### src/sv/hex_escape_codec_defines.svh
// assertion macros shared by the codec
`ifndef HEX_ESCAPE_CODEC_DEFINES_SVH
`define HEX_ESCAPE_CODEC_DEFINES_SVH

// same-cycle implication, checked out of reset
`define HEC_ASSERT_IMP(label, ante, cons, msg) \
  label: assert property (@(posedge clk) disable iff (!rst_n) (ante) |-> (cons)) \
    else $error(msg);

// next-cycle implication, checked out of reset
`define HEC_ASSERT_NXT(label, ante, cons, msg) \
  label: assert property (@(posedge clk) disable iff (!rst_n) (ante) |=> (cons)) \
    else $error(msg);

`endif

### src/sv/hec_pkg.sv
package hec_pkg;

  localparam logic [7:0] BACKTICK    = 8'h60;
  localparam int         QUEUE_DEPTH = 2;

  typedef struct packed {
    logic [7:0] byte_in;
    logic       flush;
  } in_item_t;

  typedef struct packed {
    logic [7:0] byte_out;
    logic       last_of_run;
  } out_item_t;

  // up to three output bytes, bytes[0] leaves first; cnt is 1..3
  typedef struct packed {
    logic [2:0][7:0] bytes;
    logic [1:0]      cnt;
  } job_t;

  typedef enum logic [2:0] {
    HOLD_NONE  = 3'b001,
    HOLD_TICK  = 3'b010,
    HOLD_DIGIT = 3'b100
  } hold_t;

  // passes through unchanged in encode mode
  function automatic logic is_plain(input logic [7:0] c);
    return ((c >= 8'h20) && (c <= 8'h7e) && (c != BACKTICK)) ||
           (c == 8'h0a) || (c == 8'h0d) || (c == 8'h09);
  endfunction

  // lowercase hex digit for one nibble
  function automatic logic [7:0] hex_char(input logic [3:0] nib);
    logic [7:0] ext;
    ext = {4'h0, nib};
    return (nib < 4'd10) ? (8'h30 + ext) : (8'h57 + ext);
  endfunction

  // {valid, nibble} of a hex digit of either case
  function automatic logic [4:0] hex_value(input logic [7:0] c);
    logic [4:0] res;
    res = 5'b0;
    if ((c >= 8'h30) && (c <= 8'h39)) begin
      res = {1'b1, c[3:0]};
    end else if (((c >= 8'h61) && (c <= 8'h66)) || ((c >= 8'h41) && (c <= 8'h46))) begin
      res = {1'b1, c[3:0] + 4'd9};
    end
    return res;
  endfunction

endpackage

### src/sv/hex_escape_codec.sv
// backtick hex escape codec: in encode mode each byte leaves as itself when it
// is printable ascii (not backtick), newline, return or tab, and otherwise as a
// backtick plus two lowercase hex digits; in decode mode a backtick and two hex
// digits of either case collapse into one byte, a broken escape leaves raw, and
// a flush request releases whatever is held. the front classifies each request
// and pushes a job of up to three bytes into a small queue; the back end
// sends one byte per cycle from a registered output stage while the receiver
// is ready, holding when it is not. writing cfg_decode_mode drops any held
// escape; write it only while the codec is idle.
`include "hex_escape_codec_defines.svh"

module hex_escape_codec #(
  parameter int QUEUE_DEPTH = hec_pkg::QUEUE_DEPTH
) (
  input  logic               clk,
  input  logic               rst_n,
  input  logic               in_valid,
  output logic               in_ready,
  input  hec_pkg::in_item_t  in_data,
  output logic               out_valid,
  input  logic               out_ready,
  output hec_pkg::out_item_t out_data,
  input  logic               cfg_valid,
  output logic               cfg_ready,
  input  logic               cfg_decode_mode
);

  // front to queue
  logic          q_push;
  hec_pkg::job_t q_job;
  logic          q_full;
  // queue to back end
  logic          q_pop;
  logic          q_empty;
  hec_pkg::job_t q_head;
  // no partial escape held
  logic          hold_idle;

  // classify and track the escape hold
  hec_front u_front (
    .clk             (clk),
    .rst_n           (rst_n),
    .in_valid        (in_valid),
    .in_ready        (in_ready),
    .in_data         (in_data),
    .cfg_valid       (cfg_valid),
    .cfg_ready       (cfg_ready),
    .cfg_decode_mode (cfg_decode_mode),
    .q_full          (q_full),
    .q_push          (q_push),
    .q_job           (q_job),
    .hold_idle       (hold_idle)
  );

  // decouples classification from byte output
  hec_queue #(
    .DEPTH (QUEUE_DEPTH)
  ) u_queue (
    .clk      (clk),
    .rst_n    (rst_n),
    .push     (q_push),
    .push_job (q_job),
    .pop      (q_pop),
    .head_job (q_head),
    .full     (q_full),
    .empty    (q_empty)
  );

  // serialize jobs, one byte per cycle while the receiver is ready
  hec_back u_back (
    .clk       (clk),
    .rst_n     (rst_n),
    .head_job  (q_head),
    .q_empty   (q_empty),
    .q_pop     (q_pop),
    .out_valid (out_valid),
    .out_ready (out_ready),
    .out_data  (out_data)
  );

  // checks
  `HEC_ASSERT_IMP(a_no_pop_empty, q_pop, !q_empty, "queue popped while empty")
  `HEC_ASSERT_IMP(a_no_push_full, q_push, !q_full, "queue pushed while full")
  `HEC_ASSERT_NXT(a_cfg_clears_hold, cfg_valid && cfg_ready, hold_idle, "hold kept over mode write")
  `HEC_ASSERT_NXT(a_flush_clears_hold, in_valid && in_ready && in_data.flush, hold_idle, "hold kept over flush")

endmodule

### src/sv/hec_front.sv
module hec_front (
  input  logic             clk,
  input  logic             rst_n,
  input  logic             in_valid,
  output logic             in_ready,
  input  hec_pkg::in_item_t in_data,
  input  logic             cfg_valid,
  output logic             cfg_ready,
  input  logic             cfg_decode_mode,
  input  logic             q_full,
  output logic             q_push,
  output hec_pkg::job_t    q_job,
  output logic             hold_idle
);

  logic           mode_r;
  hec_pkg::hold_t phase_r, phase_nxt;
  logic [7:0]     held_r, held_nxt;
  logic [7:0]     c;
  logic [4:0]     hv;
  logic [4:0]     hh;
  logic           accept;
  hec_pkg::job_t  job;

  assign in_ready  = !q_full;
  assign cfg_ready = 1'b1;
  assign accept    = in_valid && in_ready;
  assign q_push    = accept && (job.cnt != 2'd0);
  assign q_job     = job;
  assign hold_idle = (phase_r == hec_pkg::HOLD_NONE);

  always_comb begin
    c         = in_data.byte_in;
    hv        = hec_pkg::hex_value(c);
    hh        = hec_pkg::hex_value(held_r);
    job       = '0;
    phase_nxt = phase_r;
    held_nxt  = held_r;
    if (in_data.flush) begin
      unique case (phase_r)
        hec_pkg::HOLD_TICK: begin
          job.bytes[0] = hec_pkg::BACKTICK;
          job.cnt      = 2'd1;
        end
        hec_pkg::HOLD_DIGIT: begin
          job.bytes[0] = hec_pkg::BACKTICK;
          job.bytes[1] = held_r;
          job.cnt      = 2'd2;
        end
        default: ;
      endcase
      phase_nxt = hec_pkg::HOLD_NONE;
      held_nxt  = 8'h00;
    end else if (!mode_r) begin
      if (hec_pkg::is_plain(c)) begin
        job.bytes[0] = c;
        job.cnt      = 2'd1;
      end else begin
        job.bytes[0] = hec_pkg::BACKTICK;
        job.bytes[1] = hec_pkg::hex_char(c[7:4]);
        job.bytes[2] = hec_pkg::hex_char(c[3:0]);
        job.cnt      = 2'd3;
      end
    end else begin
      unique case (phase_r)
        hec_pkg::HOLD_TICK: begin
          if (hv[4]) begin
            held_nxt  = c;
            phase_nxt = hec_pkg::HOLD_DIGIT;
          end else begin
            job.bytes[0] = hec_pkg::BACKTICK;
            if (c == hec_pkg::BACKTICK) begin
              job.cnt   = 2'd1;
              phase_nxt = hec_pkg::HOLD_TICK;
            end else begin
              job.bytes[1] = c;
              job.cnt      = 2'd2;
              phase_nxt    = hec_pkg::HOLD_NONE;
            end
          end
        end
        hec_pkg::HOLD_DIGIT: begin
          held_nxt = 8'h00;
          if (hv[4]) begin
            job.bytes[0] = {hh[3:0], hv[3:0]};
            job.cnt      = 2'd1;
            phase_nxt    = hec_pkg::HOLD_NONE;
          end else begin
            job.bytes[0] = hec_pkg::BACKTICK;
            job.bytes[1] = held_r;
            if (c == hec_pkg::BACKTICK) begin
              job.cnt   = 2'd2;
              phase_nxt = hec_pkg::HOLD_TICK;
            end else begin
              job.bytes[2] = c;
              job.cnt      = 2'd3;
              phase_nxt    = hec_pkg::HOLD_NONE;
            end
          end
        end
        default: begin
          if (c == hec_pkg::BACKTICK) begin
            phase_nxt = hec_pkg::HOLD_TICK;
          end else begin
            job.bytes[0] = c;
            job.cnt      = 2'd1;
            phase_nxt    = hec_pkg::HOLD_NONE;
          end
        end
      endcase
    end
  end

  always_ff @(posedge clk) begin
    if (!rst_n) begin
      mode_r  <= 1'b0;
      phase_r <= hec_pkg::HOLD_NONE;
      held_r  <= 8'h00;
    end else if (cfg_valid) begin
      // any mode write drops a partial escape
      mode_r  <= cfg_decode_mode;
      phase_r <= hec_pkg::HOLD_NONE;
      held_r  <= 8'h00;
    end else if (accept) begin
      phase_r <= phase_nxt;
      held_r  <= held_nxt;
    end
  end

endmodule

### src/sv/hec_queue.sv
module hec_queue #(
  parameter int DEPTH = hec_pkg::QUEUE_DEPTH
) (
  input  logic          clk,
  input  logic          rst_n,
  input  logic          push,
  input  hec_pkg::job_t push_job,
  input  logic          pop,
  output hec_pkg::job_t head_job,
  output logic          full,
  output logic          empty
);

  localparam int PTR_W = (DEPTH > 1) ? $clog2(DEPTH) : 1;
  localparam int CNT_W = $clog2(DEPTH + 1);

  hec_pkg::job_t    mem_r [DEPTH];
  logic [PTR_W-1:0] wr_ptr_r, rd_ptr_r;
  logic [CNT_W-1:0] count_r;

  assign full     = (count_r == CNT_W'(DEPTH));
  assign empty    = (count_r == '0);
  assign head_job = mem_r[rd_ptr_r];

  always_ff @(posedge clk) begin
    if (push) begin
      mem_r[wr_ptr_r] <= push_job;
    end
  end

  always_ff @(posedge clk) begin
    if (!rst_n) begin
      wr_ptr_r <= '0;
      rd_ptr_r <= '0;
      count_r  <= '0;
    end else begin
      if (push) begin
        wr_ptr_r <= (wr_ptr_r == PTR_W'(DEPTH - 1)) ? '0 : wr_ptr_r + 1'b1;
      end
      if (pop) begin
        rd_ptr_r <= (rd_ptr_r == PTR_W'(DEPTH - 1)) ? '0 : rd_ptr_r + 1'b1;
      end
      if (push && !pop) begin
        count_r <= count_r + 1'b1;
      end else if (pop && !push) begin
        count_r <= count_r - 1'b1;
      end
    end
  end

endmodule

### src/sv/hec_back.sv
module hec_back (
  input  logic              clk,
  input  logic              rst_n,
  input  hec_pkg::job_t     head_job,
  input  logic              q_empty,
  output logic              q_pop,
  output logic              out_valid,
  input  logic              out_ready,
  output hec_pkg::out_item_t out_data
);

  logic               cur_valid_r;
  hec_pkg::job_t      cur_job_r;
  logic [1:0]         idx_r;
  logic               out_valid_r;
  hec_pkg::out_item_t out_data_r;
  logic               slot_free;
  logic               emit;
  logic               last;

  assign slot_free = !out_valid_r || out_ready;
  assign emit      = cur_valid_r && slot_free;
  assign last      = (idx_r == (cur_job_r.cnt - 2'd1));
  assign q_pop     = !q_empty && (!cur_valid_r || (emit && last));
  assign out_valid = out_valid_r;
  assign out_data  = out_data_r;

  always_ff @(posedge clk) begin
    if (emit) begin
      out_data_r.byte_out    <= cur_job_r.bytes[idx_r];
      out_data_r.last_of_run <= last;
    end
    if (q_pop) begin
      cur_job_r <= head_job;
    end
  end

  always_ff @(posedge clk) begin
    if (!rst_n) begin
      out_valid_r <= 1'b0;
      cur_valid_r <= 1'b0;
      idx_r       <= 2'd0;
    end else begin
      if (emit) begin
        out_valid_r <= 1'b1;
      end else if (out_ready) begin
        out_valid_r <= 1'b0;
      end
      if (q_pop) begin
        cur_valid_r <= 1'b1;
        idx_r       <= 2'd0;
      end else if (emit && last) begin
        cur_valid_r <= 1'b0;
      end else if (emit) begin
        idx_r <= idx_r + 2'd1;
      end
    end
  end

endmodule

### config.mk
export PLATFORM = sky130hd
export DESIGN_NAME = hex_escape_codec
export DESIGN_NICKNAME = d
export VERILOG_FILES = /design/src/sv/hec_pkg.sv /design/src/sv/hex_escape_codec.sv /design/src/sv/hec_front.sv /design/src/sv/hec_queue.sv /design/src/sv/hec_back.sv
export VERILOG_INCLUDE_DIRS = /design/src /design/src/sv
export SDC_FILE = /design/constraint.sdc
export NUM_CORES = 1
export LEC_CHECK = 0
export BUFFER_PORTS_ARGS = -buffer_cell sky130_fd_sc_hd__buf_2
export CORE_ASPECT_RATIO = 1.25
export CORE_MARGIN = 2
export CORE_UTILIZATION = 35
export CTS_BUF_LIST = sky130_fd_sc_hd__clkbuf_4
export DETAILED_ROUTE_END_ITERATION = 12
export GPL_ROUTABILITY_DRIVEN = 1
export HOLD_SLACK_MARGIN = 0.05
export SYNTH_ARGS = -nofsm -noshare
export SYNTH_HDL_FRONTEND = slang
export SYNTH_SLANG_ARGS = --single-unit
### constraint.sdc
create_clock -name clk -period 5 [get_ports clk]
set_clock_uncertainty 0.15 [all_clocks]
set_input_delay 0.5 -clock clk [delete_from_list [all_inputs] [get_ports clk]]
set_output_delay 0.5 -clock clk [all_outputs]
set_load 0.05 [all_outputs]
==> out/qor.txt <==
CTS Buf Count - 9
antenna violations before repair - 1
Final Cycle Share - 0.7334
minimum clock period - 3.667 ns
Critical Path Fanout Max - 13
GRT Residual Overflow - 0
Antenna Nets Post-Route - 0
most common cell after layout, fill and taps aside - edfxtp_1
detailed router's first-iteration violation count - 360
Hold Crit Class - input port to flip-flop
Via density - 5.346
Initial Util - 0.3610
crit path DAT - 3.93 ns
post-CTS resize count - 0
#FFs+latches synth - 107
1st-pass router iterations - 6
CTS max path bufs - 2
wire per inst - 17.21 um
Synth Cell Area - 0.005443 mm2
Max Used Layer - met4
Synth Warn # - 0
WL met1 - 5130 um
total of max-cap violations - 0
share of cells above drive strength 1 - 0.1889
fillcell total - 1,464
max frequency - 272.7 MHz
PD cells - 406.4 mW/mm2
register area share after synthesis - 0.5536
Final Setup Violations - 0
DRT Wirelength - 11,980 um
vias in the first global route - 3,545
Setup Buffers After CTS - 0
unique cell type count in the Yosys netlist - 66
drc violations - 0
status - finished clean
Setup TNS - 0 ns
prevailing post-synth register cell - edfxtp_1
HPWL after DPL - 8557 um
first-pass GRT wire length - 19,040 um
Routed met2 length - 5799 um
via count - 3,721
Clk Latency, worst-skew pair - 0.47 ns
Layout Nets - 511
clk slew on worst S/H paths - 0.17 ns
Lkg Pwr - 1.945 nW
RSZ-0062 raised after global routing - false
Final Hold Fails - 0
crit path kind - input port to flip-flop
Layout Utilization - 0.3886
type of origin of the critical path - input port
highest-count cells in the layout ignoring fill and taps - edfxtp_1, nand2_1, nor2_1
Clock Sinks - 107
worst-margin pin slew - 1.237 ns
num rows - 50
Slew Limit Fails - 0
Die X-Extent - 115.5 um
die height - 143.4 um
Slew headroom - 0.1740
asr flop ratio synth - 0
VDD IR max - 0.0001587 V
P&R area growth vs syn - 7.655%
Multi-input gate area - 0.002257 mm2
worst-path cell chain - buf_2 -> inv_1 -> ha_1 -> or4b_4 -> and3_4 -> o32ai_2 -> nand3_2 -> a221oi_4 -> o21ba_2 -> ha_1 -> or3_1 -> a21boi_0
required time of the critical path - 5.27 ns
r2r setup slk - 1.92 ns
largest net degree at the start of global routing - 28
io pins - 27
syn nets - 499
port bufs - 25
synthesized instance count - 471
Post-synth EDFFs - 87
CTS tree - built
die area - 0.01657 mm2
total track usage - 0.1513
clk root buf - clkbuf_4
routability cong. - 0.9286
CP max stage cell - or4b_4
syn_area_per_cell - 11.56 um2
Post-CTS Hold Buffers - 0
Critical Path End Type - flip-flop
Reg area - 0.003013 mm2
htree depth - 3
core area - 0.01508 mm2
routed wl met3 - 667 um
Max stage delay on crit path - 0.55 ns
Most common cell on crit path - ha_1
## worst max-delay path: cells and delay by family
kind            cells  cell delay, ns
compound gates      4            1.14
simple gates        4            1.38
buf+inv             2            0.40
fa+ha+maj           2            0.50
## cells in the mapped netlist (3+ instances only)
cell type	number	share of area
nor2b_1	9	0.010
a31oi_1	5	0.0057
nand2b_1	10	0.011
o32ai_2	3	0.0090
edfxtp_1	87	0.48
ha_1	13	0.030
a21boi_0	3	0.0041
o22ai_1	4	0.0046
o211ai_1	3	0.0041
nand4_1	7	0.0080
mux2i_1	11	0.020
nor3_1	4	0.0037
and2_1	4	0.0046
xor2_1	3	0.0048
and3_1	3	0.0034
nand2_1	45	0.031
buf_2	3	0.0028
buf_1	3	0.0021
nor3b_1	4	0.0055
nand3_1	12	0.011
clkbuf_1	21	0.014
a21oi_1	24	0.022
a211oi_1	6	0.0083
o21ai_0	24	0.022
a22oi_1	6	0.0083
mux2_2	27	0.056
nor2_1	29	0.020
inv_1	10	0.0069
xnor2_1	8	0.013
a21o_1	5	0.0069
o32ai_1	5	0.0080
dfxtp_1	20	0.074
o31ai_1	4	0.0055
or2_2	3	0.0034
## sequential cells by signal, indices dropped and copies added (netlist names), 2 cells and up
signal            cells
u_queue.count_r       2
u_queue.mem_r        52
u_front.phase_r       3
u_back.cur_job_r     26
u_back.out_data       9
u_front.held_r        8
u_back.idx_r          2
## metrics by stage
step | std cells | hold WS (ns) | power (W) | setup slack [ns] | cell area [um2]
2_1_floorplan | 471 | 0.2833 | 0.001847 | 0.9446 | 5443
3_3_place_gp | 680 | 0.3066 | 0.001993 | 0.9762 | 5742
3_5_place_dp | 680 | 0.3209 | 0.002009 | 0.8938 | 5742
4_1_cts | 695 | 0.1354 | 0.002402 | 1.416 | 5857
5_1_grt | 696 | 0.1410 | 0.002523 | 1.196 | 5859
6_report | 696 | 0.1489 | 0.002381 | 1.333 | 5859
## cells by family (layout without fill, tap and decap cells)
logic type,after synthesis,count (layout),share of synthesized area
AO/OA/AOI/OAI,115,115,0.1531
XOR/XNOR,11,11,0.01770
adder cells (fa/ha/maj),13,13,0.02989
buffers and inverters,41,57,0.03172
flip-flops,107,107,0.5536
multiplexers,38,38,0.07609
other,1,2,0.0006890
AND/OR/NAND/NOR,145,145,0.1372
## layer usage
metal  vias up  global-route usage
met5         -                   0
li1       1789                   -
met3        33             0.02193
met1      1740              0.1939
met2       159              0.2484
met4         0             0.07609
## layout make-up
| cell class | count | area share |
|---|---|---|
| clock buffers | 10 | 0.01281 |
| flip-flops and latches | 107 | 0.5142 |
| multi-input cells | 323 | 0.3852 |
| repair buffers | 31 | 0.02904 |
| well taps | 208 | 0.04442 |
| clock inverters | 5 | 0.006833 |
| diodes | 1 | 0.0004271 |
| inverters | 11 | 0.007047 |
## where the power goes
group	total (W)	leakage [nW]	switching (W)	internal, W
Sequential	0.00134	0.985	0.000108	0.00123
Combinational	0.000638	0.900	0.000401	0.000236
Clock	0.000401	0.0604	0.000292	0.000109
## path summary, 6_finish.rpt
path,startpoint,endpoint,cells past startpoint
setup / recovery,in_data[2],u_queue.count_r[1]$_SDFFE_PN0P_,12
hold / removal,cfg_decode_mode,u_front.mode_r$_SDFFE_PN0P_,3
setup reg to reg,u_front.phase_r[0]$_SDFFE_PP1P_,u_queue.count_r[1]$_SDFFE_PN0P_,9
hold reg to reg,u_back.cur_valid_r$_SDFFE_PN0P_,u_back.out_valid$_SDFFE_PN0P_,2
Note: power is estimated with default switching activity, not from simulation.
